$ cat src/hdl/aws_pkg.sv
// Shared constants and controller/datapath signal groups for adc_window_statistics.
// No dependencies; compile first.
package aws_pkg;

    localparam int CODE_BITS_DEF  = 12;
    localparam int COUNT_BITS_DEF = 16;
    localparam int RAW_BITS       = 16;
    localparam int CFG_BITS       = 16;
    localparam int CODE_SHIFT     = 2;
    localparam int MEAN_FRAC      = 8;
    localparam int SQ_FRAC        = 2 * MEAN_FRAC;

    localparam logic [CFG_BITS-1:0] SAMPLE_COUNT_RESET = 16'd5000;

    typedef struct packed {
        logic acc;
        logic load_mean_div;
        logic div_step;
        logic load_sq_div;
        logic mul;
        logic load_sqrt;
        logic sqrt_step;
        logic load_out;
    } t_dp_cmd;

    typedef struct packed {
        logic close;
        logic out_free;
    } t_dp_status;

endpackage

$ cat src/hdl/aws_if.sv
// Valid/ready channel interfaces for raw ADC frames and window statistics.
// Depends on aws_pkg.
interface aws_in_if;
    logic                          valid;
    logic                          ready;
    logic [aws_pkg::RAW_BITS-1:0]  raw_frame;

    modport source (output valid, output raw_frame, input ready);
    modport sink   (input valid, input raw_frame, output ready);
endinterface

interface aws_out_if #(
    parameter int CODE_BITS = aws_pkg::CODE_BITS_DEF
);
    localparam int MW  = CODE_BITS + aws_pkg::MEAN_FRAC;
    localparam int SDW = CODE_BITS + aws_pkg::MEAN_FRAC - 1;

    logic                 valid;
    logic                 ready;
    logic [CODE_BITS-1:0] min_code;
    logic [CODE_BITS-1:0] max_code;
    logic [CODE_BITS-1:0] span_code;
    logic [MW-1:0]        mean_q8;
    logic [SDW-1:0]       std_dev_q8;

    modport source (output valid, output min_code, output max_code, output span_code,
                     output mean_q8, output std_dev_q8, input ready);
    modport sink   (input valid, input min_code, input max_code, input span_code,
                    input mean_q8, input std_dev_q8, output ready);
endinterface

$ cat src/hdl/aws_datapath.sv
// Datapath: window accumulators, shared bit-serial divider, square unit,
// bit-serial integer square root and result register. Depends on aws_pkg, aws_if.
module aws_datapath #(
    parameter int CODE_BITS  = aws_pkg::CODE_BITS_DEF,
    parameter int COUNT_BITS = aws_pkg::COUNT_BITS_DEF
) (
    input  logic                          i_clk,
    input  logic                          i_rst_n,
    input  logic                          i_cfg_wr_en,
    input  logic [aws_pkg::CFG_BITS-1:0]  i_cfg_wr_data,
    input  logic [aws_pkg::RAW_BITS-1:0]  i_raw_frame,
    input  aws_pkg::t_dp_cmd              i_cmd,
    output aws_pkg::t_dp_status           o_status,
    aws_out_if.source                     o_result
);
    localparam int SW  = CODE_BITS + COUNT_BITS;
    localparam int PW  = 2 * CODE_BITS;
    localparam int QW  = PW + COUNT_BITS;
    localparam int NW  = QW + aws_pkg::SQ_FRAC;
    localparam int MW  = CODE_BITS + aws_pkg::MEAN_FRAC;
    localparam int VW  = 2 * MW;
    localparam int RW  = MW;
    localparam int SDW = MW - 1;
    localparam int TW  = (COUNT_BITS > aws_pkg::CFG_BITS) ? COUNT_BITS : aws_pkg::CFG_BITS;
    localparam logic [TW-1:0] CountMax = TW'({COUNT_BITS{1'b1}});

    logic [aws_pkg::CFG_BITS-1:0] r_sample_count;
    logic [COUNT_BITS-1:0]        r_count;
    logic [CODE_BITS-1:0]         r_min;
    logic [CODE_BITS-1:0]         r_max;
    logic [SW-1:0]                r_sum;
    logic [QW-1:0]                r_sq_sum;

    logic [COUNT_BITS-1:0]        r_rem;
    logic [NW-1:0]                r_num;
    logic [MW-1:0]                r_mean;
    logic [VW-1:0]                r_msq;
    logic [VW-1:0]                r_mean_sq;
    logic [VW-1:0]                r_sq_val;
    logic [RW-1:0]                r_root;
    logic [RW+1:0]                r_srem;

    logic                         r_out_valid;
    logic [CODE_BITS-1:0]         r_o_min;
    logic [CODE_BITS-1:0]         r_o_max;
    logic [CODE_BITS-1:0]         r_o_span;
    logic [MW-1:0]                r_o_mean;
    logic [SDW-1:0]               r_o_sd;

    logic [CODE_BITS-1:0]         w_code;
    logic [PW-1:0]                w_code_sq;
    logic [COUNT_BITS-1:0]        w_count_inc;
    logic [TW-1:0]                w_sc_ext;
    logic [TW-1:0]                w_target;
    logic [COUNT_BITS:0]          w_div_shift;
    logic [COUNT_BITS:0]          w_div_diff;
    logic                         w_div_ge;
    logic [VW-1:0]                w_var;
    logic [RW+1:0]                w_sq_shift;
    logic [RW+1:0]                w_sq_trial;
    logic                         w_sq_ge;

    assign w_code      = CODE_BITS'(i_raw_frame >> aws_pkg::CODE_SHIFT);
    assign w_code_sq   = PW'(w_code) * PW'(w_code);
    assign w_count_inc = r_count + COUNT_BITS'(1);
    assign w_sc_ext    = TW'(r_sample_count);

    always_comb begin
        if (w_sc_ext == '0) begin
            w_target = TW'(1);
        end else if (w_sc_ext > CountMax) begin
            w_target = CountMax;
        end else begin
            w_target = w_sc_ext;
        end
    end

    assign w_div_shift = {r_rem, r_num[NW-1]};
    assign w_div_diff  = w_div_shift - {1'b0, r_count};
    assign w_div_ge    = (w_div_shift >= {1'b0, r_count});

    assign w_var       = (r_msq > r_mean_sq) ? (r_msq - r_mean_sq) : '0;

    assign w_sq_shift  = {r_srem[RW-1:0], r_sq_val[VW-1:VW-2]};
    assign w_sq_trial  = {r_root, 2'b01};
    assign w_sq_ge     = (w_sq_shift >= w_sq_trial);

    assign o_status.close    = (TW'(w_count_inc) >= w_target);
    assign o_status.out_free = !r_out_valid || o_result.ready;

    always_ff @(posedge i_clk) begin
        if (!i_rst_n) begin
            r_sample_count <= aws_pkg::SAMPLE_COUNT_RESET;
        end else if (i_cfg_wr_en) begin
            r_sample_count <= i_cfg_wr_data;
        end
    end

    always_ff @(posedge i_clk) begin
        if (!i_rst_n || i_cmd.load_out) begin
            r_count  <= '0;
            r_min    <= '1;
            r_max    <= '0;
            r_sum    <= '0;
            r_sq_sum <= '0;
        end else if (i_cmd.acc) begin
            r_count  <= w_count_inc;
            r_sum    <= r_sum + SW'(w_code);
            r_sq_sum <= r_sq_sum + QW'(w_code_sq);
            if (w_code < r_min) begin
                r_min <= w_code;
            end
            if (w_code > r_max) begin
                r_max <= w_code;
            end
        end
    end

    always_ff @(posedge i_clk) begin
        if (i_cmd.load_mean_div) begin
            r_rem <= '0;
            r_num <= NW'({r_sum, {aws_pkg::MEAN_FRAC{1'b0}}});
        end else if (i_cmd.load_sq_div) begin
            r_rem  <= '0;
            r_num  <= {r_sq_sum, {aws_pkg::SQ_FRAC{1'b0}}};
            r_mean <= r_num[MW-1:0];
        end else if (i_cmd.div_step) begin
            r_rem <= w_div_ge ? w_div_diff[COUNT_BITS-1:0] : w_div_shift[COUNT_BITS-1:0];
            r_num <= {r_num[NW-2:0], w_div_ge};
        end
        if (i_cmd.mul) begin
            r_msq     <= r_num[VW-1:0];
            r_mean_sq <= VW'(r_mean) * VW'(r_mean);
        end
        if (i_cmd.load_sqrt) begin
            r_sq_val <= w_var;
            r_root   <= '0;
            r_srem   <= '0;
        end else if (i_cmd.sqrt_step) begin
            r_sq_val <= {r_sq_val[VW-3:0], 2'b00};
            r_srem   <= w_sq_ge ? (w_sq_shift - w_sq_trial) : w_sq_shift;
            r_root   <= {r_root[RW-2:0], w_sq_ge};
        end
    end

    always_ff @(posedge i_clk) begin
        if (!i_rst_n) begin
            r_out_valid <= 1'b0;
        end else if (i_cmd.load_out) begin
            r_out_valid <= 1'b1;
        end else if (o_result.ready) begin
            r_out_valid <= 1'b0;
        end
    end

    always_ff @(posedge i_clk) begin
        if (i_cmd.load_out) begin
            r_o_min  <= r_min;
            r_o_max  <= r_max;
            r_o_span <= r_max - r_min;
            r_o_mean <= r_mean;
            r_o_sd   <= r_root[SDW-1:0];
        end
    end

    assign o_result.valid      = r_out_valid;
    assign o_result.min_code   = r_o_min;
    assign o_result.max_code   = r_o_max;
    assign o_result.span_code  = r_o_span;
    assign o_result.mean_q8    = r_o_mean;
    assign o_result.std_dev_q8 = r_o_sd;

endmodule

$ cat src/hdl/aws_ctrl.sv
// Controller: sequences accumulation, the two divisions, squaring, square root
// and result hand-off. Depends on aws_pkg.
module aws_ctrl #(
    parameter int CODE_BITS  = aws_pkg::CODE_BITS_DEF,
    parameter int COUNT_BITS = aws_pkg::COUNT_BITS_DEF
) (
    input  logic                 i_clk,
    input  logic                 i_rst_n,
    input  logic                 i_in_valid,
    output logic                 o_in_ready,
    input  aws_pkg::t_dp_status  i_status,
    output aws_pkg::t_dp_cmd     o_cmd
);
    localparam int NW  = 2 * CODE_BITS + COUNT_BITS + aws_pkg::SQ_FRAC;
    localparam int RW  = CODE_BITS + aws_pkg::MEAN_FRAC;
    localparam int STW = $clog2(NW);

    localparam logic [3:0] ST_ACC      = 4'd0;
    localparam logic [3:0] ST_L_MEAN   = 4'd1;
    localparam logic [3:0] ST_DIV_MEAN = 4'd2;
    localparam logic [3:0] ST_L_SQ     = 4'd3;
    localparam logic [3:0] ST_DIV_SQ   = 4'd4;
    localparam logic [3:0] ST_MUL      = 4'd5;
    localparam logic [3:0] ST_VAR      = 4'd6;
    localparam logic [3:0] ST_SQRT     = 4'd7;
    localparam logic [3:0] ST_DONE     = 4'd8;

    logic [3:0]     r_state;
    logic [3:0]     n_state;
    logic [STW-1:0] r_step;
    logic [STW-1:0] n_step;

    always_comb begin
        n_state = r_state;
        n_step  = r_step;
        o_cmd   = '0;
        unique case (r_state)
            ST_ACC: begin
                o_cmd.acc = i_in_valid;
                if (i_in_valid && i_status.close) begin
                    n_state = ST_L_MEAN;
                end
            end
            ST_L_MEAN: begin
                o_cmd.load_mean_div = 1'b1;
                n_step  = STW'(NW - 1);
                n_state = ST_DIV_MEAN;
            end
            ST_DIV_MEAN: begin
                o_cmd.div_step = 1'b1;
                n_step = r_step - STW'(1);
                if (r_step == '0) begin
                    n_state = ST_L_SQ;
                end
            end
            ST_L_SQ: begin
                o_cmd.load_sq_div = 1'b1;
                n_step  = STW'(NW - 1);
                n_state = ST_DIV_SQ;
            end
            ST_DIV_SQ: begin
                o_cmd.div_step = 1'b1;
                n_step = r_step - STW'(1);
                if (r_step == '0) begin
                    n_state = ST_MUL;
                end
            end
            ST_MUL: begin
                o_cmd.mul = 1'b1;
                n_state   = ST_VAR;
            end
            ST_VAR: begin
                o_cmd.load_sqrt = 1'b1;
                n_step  = STW'(RW - 1);
                n_state = ST_SQRT;
            end
            ST_SQRT: begin
                o_cmd.sqrt_step = 1'b1;
                n_step = r_step - STW'(1);
                if (r_step == '0) begin
                    n_state = ST_DONE;
                end
            end
            ST_DONE: begin
                if (i_status.out_free) begin
                    o_cmd.load_out = 1'b1;
                    n_state        = ST_ACC;
                end
            end
            default: begin
                n_state = ST_ACC;
            end
        endcase
    end

    assign o_in_ready = (r_state == ST_ACC);

    always_ff @(posedge i_clk) begin
        if (!i_rst_n) begin
            r_state <= ST_ACC;
            r_step  <= '0;
        end else begin
            r_state <= n_state;
            r_step  <= n_step;
        end
    end

endmodule

$ cat src/hdl/adc_window_statistics.sv
// Top level of adc_window_statistics: controller plus datapath.
// Depends on aws_pkg, aws_if, aws_ctrl and aws_datapath.
//
// Every raw frame that is not the last of its window is taken when offered. The
// frame that closes a window starts the end-of-window computation, during which
// no frame is taken. That computation uses one shared restoring divider, one
// quotient bit per cycle, for the mean and the mean square, and a square-root
// unit that settles one root bit per cycle. Results sit in an output register,
// so the next window starts while a result waits; a further finished window
// waits only if that register is still full. A write to sample_count takes
// effect on the next frame.
module adc_window_statistics #(
    parameter int CODE_BITS  = aws_pkg::CODE_BITS_DEF,
    parameter int COUNT_BITS = aws_pkg::COUNT_BITS_DEF
) (
    input  logic                          i_clk,
    input  logic                          i_rst_n,
    input  logic                          i_cfg_wr_en,
    input  logic [aws_pkg::CFG_BITS-1:0]  i_cfg_wr_data,
    aws_in_if.sink                        i_sample,
    aws_out_if.source                     o_result
);
    aws_pkg::t_dp_cmd    w_cmd;
    aws_pkg::t_dp_status w_status;

    aws_ctrl #(
        .CODE_BITS  (CODE_BITS),
        .COUNT_BITS (COUNT_BITS)
    ) u_ctrl (
        .i_clk      (i_clk),
        .i_rst_n    (i_rst_n),
        .i_in_valid (i_sample.valid),
        .o_in_ready (i_sample.ready),
        .i_status   (w_status),
        .o_cmd      (w_cmd)
    );

    aws_datapath #(
        .CODE_BITS  (CODE_BITS),
        .COUNT_BITS (COUNT_BITS)
    ) u_datapath (
        .i_clk         (i_clk),
        .i_rst_n       (i_rst_n),
        .i_cfg_wr_en   (i_cfg_wr_en),
        .i_cfg_wr_data (i_cfg_wr_data),
        .i_raw_frame   (i_sample.raw_frame),
        .i_cmd         (w_cmd),
        .o_status      (w_status),
        .o_result      (o_result)
    );

    a_no_acc_on_load: assert property (@(posedge i_clk) disable iff (!i_rst_n)
        !(w_cmd.acc && w_cmd.load_out))
        else $error("accumulate and result load in the same cycle");

    a_load_only_free: assert property (@(posedge i_clk) disable iff (!i_rst_n)
        w_cmd.load_out |-> w_status.out_free)
        else $error("result loaded over an untaken transaction");

    a_load_shows: assert property (@(posedge i_clk) disable iff (!i_rst_n)
        w_cmd.load_out |=> o_result.valid)
        else $error("loaded result not presented");

    a_min_le_max: assert property (@(posedge i_clk) disable iff (!i_rst_n)
        o_result.valid |-> (o_result.min_code <= o_result.max_code &&
                            o_result.span_code == o_result.max_code - o_result.min_code))
        else $error("result min/max/span inconsistent");

endmodule

$ cat src/flat_wrapper.sv
// flat-port wrapper written by rule: the top's interface ports become plain ports
module adc_window_statistics_flat 
#(
    parameter int CODE_BITS  = aws_pkg::CODE_BITS_DEF,
    parameter int COUNT_BITS = aws_pkg::COUNT_BITS_DEF
)
  (i_clk, i_rst_n, i_cfg_wr_en, i_cfg_wr_data, i_sample_valid, i_sample_raw_frame, i_sample_ready, o_result_valid, o_result_min_code, o_result_max_code, o_result_span_code, o_result_mean_q8, o_result_std_dev_q8, o_result_ready);
  aws_in_if i_sample_i ();
  aws_out_if #(.CODE_BITS(CODE_BITS)) o_result_i ();
  input  logic i_clk;
  input  logic i_rst_n;
  input  logic i_cfg_wr_en;
  input  logic [aws_pkg::CFG_BITS-1:0] i_cfg_wr_data;
  input wire logic [$bits(i_sample_i.valid)-1:0] i_sample_valid;
  input wire logic [$bits(i_sample_i.raw_frame)-1:0] i_sample_raw_frame;
  output wire logic [$bits(i_sample_i.ready)-1:0] i_sample_ready;
  output wire logic [$bits(o_result_i.valid)-1:0] o_result_valid;
  output wire logic [$bits(o_result_i.min_code)-1:0] o_result_min_code;
  output wire logic [$bits(o_result_i.max_code)-1:0] o_result_max_code;
  output wire logic [$bits(o_result_i.span_code)-1:0] o_result_span_code;
  output wire logic [$bits(o_result_i.mean_q8)-1:0] o_result_mean_q8;
  output wire logic [$bits(o_result_i.std_dev_q8)-1:0] o_result_std_dev_q8;
  input wire logic [$bits(o_result_i.ready)-1:0] o_result_ready;
  assign i_sample_i.valid = i_sample_valid;
  assign i_sample_i.raw_frame = i_sample_raw_frame;
  assign i_sample_ready = i_sample_i.ready;
  assign o_result_valid = o_result_i.valid;
  assign o_result_min_code = o_result_i.min_code;
  assign o_result_max_code = o_result_i.max_code;
  assign o_result_span_code = o_result_i.span_code;
  assign o_result_mean_q8 = o_result_i.mean_q8;
  assign o_result_std_dev_q8 = o_result_i.std_dev_q8;
  assign o_result_i.ready = o_result_ready;
  adc_window_statistics #(.CODE_BITS(CODE_BITS), .COUNT_BITS(COUNT_BITS)) u_core (.i_clk(i_clk), .i_rst_n(i_rst_n), .i_cfg_wr_en(i_cfg_wr_en), .i_cfg_wr_data(i_cfg_wr_data), .i_sample(i_sample_i), .o_result(o_result_i));
endmodule
$ cat config.mk
export PLATFORM = sky130hd
export DESIGN_NAME = adc_window_statistics_flat
export DESIGN_NICKNAME = d
export VERILOG_FILES = /design/src/hdl/aws_pkg.sv /design/src/hdl/aws_if.sv /design/src/hdl/aws_datapath.sv /design/src/hdl/aws_ctrl.sv /design/src/hdl/adc_window_statistics.sv /design/src/flat_wrapper.sv
export SDC_FILE = /design/constraint.sdc
export NUM_CORES = 2
export LEC_CHECK = 0
export ABC_AREA = 1
export ABC_CLOCK_PERIOD_IN_PS = 20500
export BUFFER_PORTS_ARGS = -buffer_cell sky130_fd_sc_hd__buf_2
export CAP_MARGIN = 0
export CORE_MARGIN = 4
export CORE_UTILIZATION = 65
export DETAILED_ROUTE_END_ITERATION = 6
export PLACE_DENSITY_LB_ADDON = 0.08
export SETUP_SLACK_MARGIN = 0.02
export SLEW_MARGIN = 20
export SYNTH_ARGS = -nofsm -noshare
export SYNTH_HDL_FRONTEND = slang
export SYNTH_SLANG_ARGS = --single-unit
export TNS_END_PERCENT = 10
$ cat constraint.sdc
create_clock -name i_clk -period 20.5 [get_ports i_clk]
set_input_delay 1.025 -clock i_clk [delete_from_list [all_inputs] [get_ports i_clk]]
set_output_delay 1.025 -clock i_clk [all_outputs]
set_load 0.05 [all_outputs]
After elaboration in Yosys (flattened, before gate mapping)
Cells that the tools add are included.

$add $sub $neg: 8. Multipliers: 2. Magnitude comparators: 7. Equal/unequal tests: 13. Muxes and demuxes: 28. Bitwise operators: 1. Reductions and logical operators: 21.

Operators with widths (number): two-way mux 40 bit (3); two-way mux 56 bit (2); two-way mux 16 bit (3); adder 40 x 24 -> 40 bit (1); greater-than comparator 40 bit (1); multiplier 20 x 20 -> 40 bit (1); subtractor 40 bit (1); two-way mux 36 bit (1); case mux 4 bit (9 select lines) (1); adder 28 x 12 -> 28 bit (1); multiplier 12 x 12 -> 24 bit (1); >= comparator 22 bit (1); two-way mux 20 bit (1); two-way mux 4 bit (5); subtractor 20 bit (1); case mux 6 bit (3 select lines) (1); >= comparator 17 x 16 -> 1 bit (1); adder 16 x 1 -> 16 bit, second input constant (1); == test 4 x 3 -> 1 bit, second input constant (4); >= comparator 16 bit (1); greater-than comparator 16 bit, second input constant (1); logical NOT 16 bit (1); subtractor 16 bit (1); greater-than comparator 12 bit (1); 21 further kinds (44).

Register bits: 462. Input port bits: 37. Output and inout port bits: 77. Logic and storage cells: 104.

Logic depth before layout (Yosys ltp)
Word-level depth: 7. Mapped depth: 28. Mapped depth without buffers: 27.

Modules after synthesis
A second synthesis with hierarchy kept.

Cell total of the unflattened synthesis: 5305. Area total of the unflattened synthesis: 42067.8 um^2.

By module, submodules not included: aws_datapath (times used 1, cells each 5186, area an instance 41324.6 um^2, seq. area each 11451.0 um^2); aws_ctrl (times used 1, cells each 119, area an instance 743.2 um^2, seq. area each 200.2 um^2).

Least setup slack after synthesis
No wires, ideal clock.

Path type: register to register. Start: register u_core.u_ctrl.r_state[0]. End: register u_core.u_datapath.r_mean_sq[0] (enable). Setup time: 0.614 ns. Arrival: 5.891 ns. Required time: 19.886 ns. Slack: 13.995 ns. Cell stages (with the launch flop): 3. Path buffers: 0. Clock period less this slack: 6.505 ns. Cells stage by stage: dfxtp_1 -> inv_1 -> nor3_1.

Word-level cells in the longest chain between the ends: 2.

Ends and longest elaborated chain: from (decl) (line aws_ctrl.sv:28) `logic [3:0] r_state;`; from (signal assigned) (line aws_ctrl.sv:103) `r_state <= n_state;`; == test 4 x 3 -> 1 bit (line aws_ctrl.sv:37) `unique case (r_state)`; two-way mux 1 bit (line aws_ctrl.sv:37); to (signal assigned) (line aws_datapath.sv:133) `r_mean_sq <= VW'(r_mean) * VW'(r_mean);`; to (decl) (line aws_datapath.sv:38) `logic [VW-1:0] r_mean_sq;`.

Every way passes these cells. A chain may end at the register's enable or synchronous reset.

Worst setup path in the final report
Start: register u_core.u_datapath.r_mean[4]. End: register u_core.u_datapath.r_mean_sq[34] (data pin).

Word-level cells in the longest chain between the ends: 1.

Ends and longest elaborated chain: from (decl) (line aws_datapath.sv:36) `logic [MW-1:0] r_mean;`; from (signal assigned) (line aws_datapath.sv:126) `r_mean <= r_num[MW-1:0];`; multiplier 20 x 20 -> 40 bit (line aws_datapath.sv:133).

Every way passes these cells.

==> impl_summary.log <==
INFO  metric drive_gt1_frac = 0.0586
INFO  metric h-tree-depth = 2
INFO  metric finalWorstSetupSlack = roughly 14 ns
INFO  metric synthArstFlopShare = 0
INFO  metric dieArea = about 69000 um2
INFO  metric cp_data_arrival_time = 7.43 ns
INFO  metric via_count = 33818
INFO  metric drt_first_pass_iters = 6
INFO  metric timing_worst_slew_pin_value = 1.04 ns
INFO  metric worstPathRequired = 20.93 ns
INFO  metric initial_core_util = 0.660
INFO  metric postRouteAntennaNets = 0
INFO  metric nNetsFinal = slightly above 6000
INFO  metric r2r_start = u_core.u_datapath.r_mean[4]$_DFFE_PP_
INFO  metric synth_most_common_cell = nand2_1
INFO  metric setup-tns-final = 0 ns
INFO  metric hold-path-cell-count = 0
INFO  metric clkSinkCount = 461
INFO  metric floorplan.io_pins = about 110
INFO  metric ys_seq_area_frac = 0.278
INFO  metric final.setup_skew = 0.0371 ns
INFO  metric rsz0062_at_grt = false
INFO  metric gr-total-overflow = 0
INFO  metric hold-path-endpoint = u_core.u_datapath.o_result.std_dev_q8[8]$_DFFE_PP_
INFO  metric report.final.hold_viol_count = 0
INFO  metric grt_pass1_wl = ~170 mm
INFO  metric warnings_from_yosys = 0
INFO  metric die_x = 262 um
INFO  metric min_period = 7.00 ns
INFO  metric worst_setup_hold_path_clk_slew = 0.06 ns
INFO  metric tritoncts.num_buffers = 49
INFO  metric max_cap_viol_count = 0
INFO  metric initial_antenna_violation_count = 2
INFO  metric synth.area.top_cells = fa_1 (18%), edfxtp_1 (17%), nand2_1 (11%), ha_1 (11%), dfxtp_1 (10%)
INFO  metric vias_per_cell = 5.47
INFO  metric max_slew_margin = 0.304
INFO  metric grt_util_all_layers = 0.310
INFO  metric hp-start = u_core.u_datapath.r_root[8]$_SDFFE_PP0P_
INFO  metric ant_cells = 0
INFO  metric drt-wirelength-per-cell = roughly 17 um
INFO  metric die_y = 262 um
INFO  metric post-dp-hpwl = 80.5 mm
INFO  metric cts.hold.buffers_added = 0
INFO  metric area_growth_syn_to_layout = 6.81%
INFO  metric gp_routability_congestion = between 0.9 and 1
INFO  metric remaining_drc_errors = 0
INFO  metric seq_cells_post_synth = 461
INFO  metric synthesis.area = 41900 um2
INFO  metric buffer_cell_driving_the_clock_tree_root = clkbuf_16
INFO  metric timing.critical_path.from_type = flip-flop
INFO  metric hold_path_class = reg2reg
INFO  metric max_freq = 0.143 GHz
INFO  metric pin_count_of_the_biggest_net_entering_global_routing = 80
INFO  metric postRouteWirelength = 104 mm
INFO  metric syn_avg_cell_area = between 7 and 8 um2
INFO  metric worst-setup-path-type = reg2reg
INFO  metric place_worst_setup_slack = 13.66 ns
INFO  metric rr_worst_depth = 21
INFO  metric insertion_delay = 0.62 ns
INFO  metric fp-row-count = between 90 and 100
INFO  metric synth.top_cells.by_count = nand2_1 (1205), inv_1 (1090), nor2_1 (397)
INFO  metric worstPathMaxFanout = 21
INFO  metric post_cts_resize_count = 0
INFO  metric synthesis.instances = 5236
INFO  metric clock_path_buffers = 3
INFO  metric yosysTopAreaCell = fa_1
INFO  metric critPathCaptureType = flip-flop
INFO  metric fp.coreArea = 63400 um2
INFO  metric drt_iter0_markers = 2596
INFO  metric cts_tree = built
INFO  metric setup-violations-final = 0
INFO  metric synthesis.nets = 6013
INFO  metric synth_edf_count = 242
INFO  metric run_status = finished clean
INFO  metric layout_worst_path_cycle_share = 0.341
INFO  metric grt_pass1_vias = 32983
INFO  metric worst_r2r_endpoint = u_core.u_datapath.r_mean_sq[34]$_DFFE_PP_
INFO  metric post_synth_num_cell_types = 61
INFO  metric yosys_most_used_dff = edfxtp_1
INFO  metric ff2ff_setup_slack = roughly 14 ns
INFO  metric synth_top_area_share = 0.182
INFO  metric port-buffer-count = around 110
INFO  metric cts_post_setup_buffers_inserted = 0
INFO  metric timing_max_transition_violations_final = 0
## worst max-delay path by stage
| stage | startpoint | slack (ns) | depth (start not counted) | to |
|---|---|---|---|---|
| 2_1_floorplan | u_core.u_ctrl.r_state[0]$_SDFFE_PN0P_ | 13.99 | 2 | u_core.u_datapath.r_mean_sq[0]$_DFFE_PP_ |
| 3_3_place_gp | u_core.u_datapath.r_mean[4]$_DFFE_PP_ | 13.65 | 20 | u_core.u_datapath.r_mean_sq[33]$_DFFE_PP_ |
| 3_5_place_dp | u_core.u_datapath.r_mean[2]$_DFFE_PP_ | 13.66 | 22 | u_core.u_datapath.r_mean_sq[33]$_DFFE_PP_ |
| 4_1_cts | u_core.u_datapath.r_mean[2]$_DFFE_PP_ | 13.62 | 22 | u_core.u_datapath.r_mean_sq[33]$_DFFE_PP_ |
| 5_1_grt | u_core.u_datapath.r_mean[2]$_DFFE_PP_ | 13.17 | 22 | u_core.u_datapath.r_mean_sq[33]$_DFFE_PP_ |
| 6_report | u_core.u_datapath.r_mean[4]$_DFFE_PP_ | 13.50 | 21 | u_core.u_datapath.r_mean_sq[34]$_DFFE_PP_ |
## critical path: stages (launching register included)
cell	delay [ns]
edfxtp_1	1.00
nand2_1	0.24
fa_1	0.58
inv_1	0.05
fa_1	0.50
inv_1	0.05
fa_1	0.49
inv_1	0.05
fa_1	0.48
fa_1	0.50
fa_1	0.50
inv_1	0.06
fa_1	0.50
inv_1	0.04
ha_1	0.37
nand2_1	0.12
nor2_1	0.18
nand2_1	0.07
o21ai_0	0.55
nand3_1	0.15
nand2_1	0.15
xor2_1	0.19
## registers in the layout, indices dropped and copies added, names as in the netlist, 12 cells and up
| signal | flops |
|---|---|
| u_core.u_datapath.o_result.max_code | 12 |
| u_core.u_datapath.o_result.mean_q8 | 20 |
| u_core.u_datapath.o_result.min_code | 12 |
| u_core.u_datapath.o_result.span_code | 12 |
| u_core.u_datapath.o_result.std_dev_q8 | 19 |
| u_core.u_datapath.r_count | 16 |
| u_core.u_datapath.r_max | 12 |
| u_core.u_datapath.r_mean | 20 |
| u_core.u_datapath.r_mean_sq | 39 |
| u_core.u_datapath.r_min | 12 |
| u_core.u_datapath.r_msq | 40 |
| u_core.u_datapath.r_num | 56 |
| u_core.u_datapath.r_rem | 16 |
| u_core.u_datapath.r_root | 20 |
| u_core.u_datapath.r_sample_count | 16 |
| u_core.u_datapath.r_sq_sum | 40 |
| u_core.u_datapath.r_sq_val | 40 |
| u_core.u_datapath.r_srem | 20 |
| u_core.u_datapath.r_sum | 28 |
## layout by cell type, fill, tap and decap left out, types with 12 or more instances in the layout
cell	n
nand2_1	1204
inv_1	1090
nor2_1	396
fa_1	381
ha_1	359
a21oi_1	297
edfxtp_1	242
dfxtp_1	219
o21ai_0	208
nand3_1	179
buf_2	109
xor2_1	92
nor3_1	56
xnor2_1	54
clkbuf_16	50
nand4_1	43
buf_4	33
o21bai_1	23
o211ai_1	23
nand2_2	22
nand3b_1	18
a31oi_1	18
a21o_1	17
o22ai_1	16
nand3_2	15
nor4_1	13
inv_2	12
o221ai_1	12
clkbuf_1	12
## metrics by stage
step / instance area [um2] / utilization / hold slack (ns) / instances
2_1_floorplan: 41900 / - / 0.408 / 5236
6_report: 44700 / 0.705 / 0.429 / 6186
3_3_place_gp: 43200 / 0.680 / 0.414 / 6094
5_1_grt: 44700 / 0.705 / 0.434 / 6186
3_5_place_dp: 43200 / 0.680 / 0.416 / 6094
4_1_cts: 44700 / 0.705 / 0.430 / 6186
## routing by layer
layer / up-vias / track usage / share of wire
met1: 16097 / 0.430 / 0.43
met2: 1007 / 0.523 / 0.48
met3: 178 / 0.0387 / 0.066
met4: 0 / 0.0773 / 0.026
li1: 16536 / - / -
met5: - / 0 / 0
## logic make-up after synthesis
| family | Yosys count | synth area share |
|---|---|---|
| AND/OR/NAND/NOR | 1982 | 0.198 |
| buffers and inverters | 1234 | 0.114 |
| adder cells (fa/ha/maj) | 740 | 0.289 |
| AO/OA/AOI/OAI | 672 | 0.0902 |
| flip-flops | 461 | 0.278 |
| XOR/XNOR | 146 | 0.0305 |
| multiplexers | 1 | 0.000269 |
## layout make-up
type / count / area, um2
clock buffer: 65 / 1340
sequential: 461 / 11700
inverter: 1104 / 4150
multi-input combinational: 3541 / 25500
timing repair buffer: 142 / 793
fill: 5379 / 18700
clock inverter: 27 / 245
tap: 846 / 1060
Power is not shown: default switching activity piles up to over one toggle a cycle in this logic, so the estimate is an artifact.
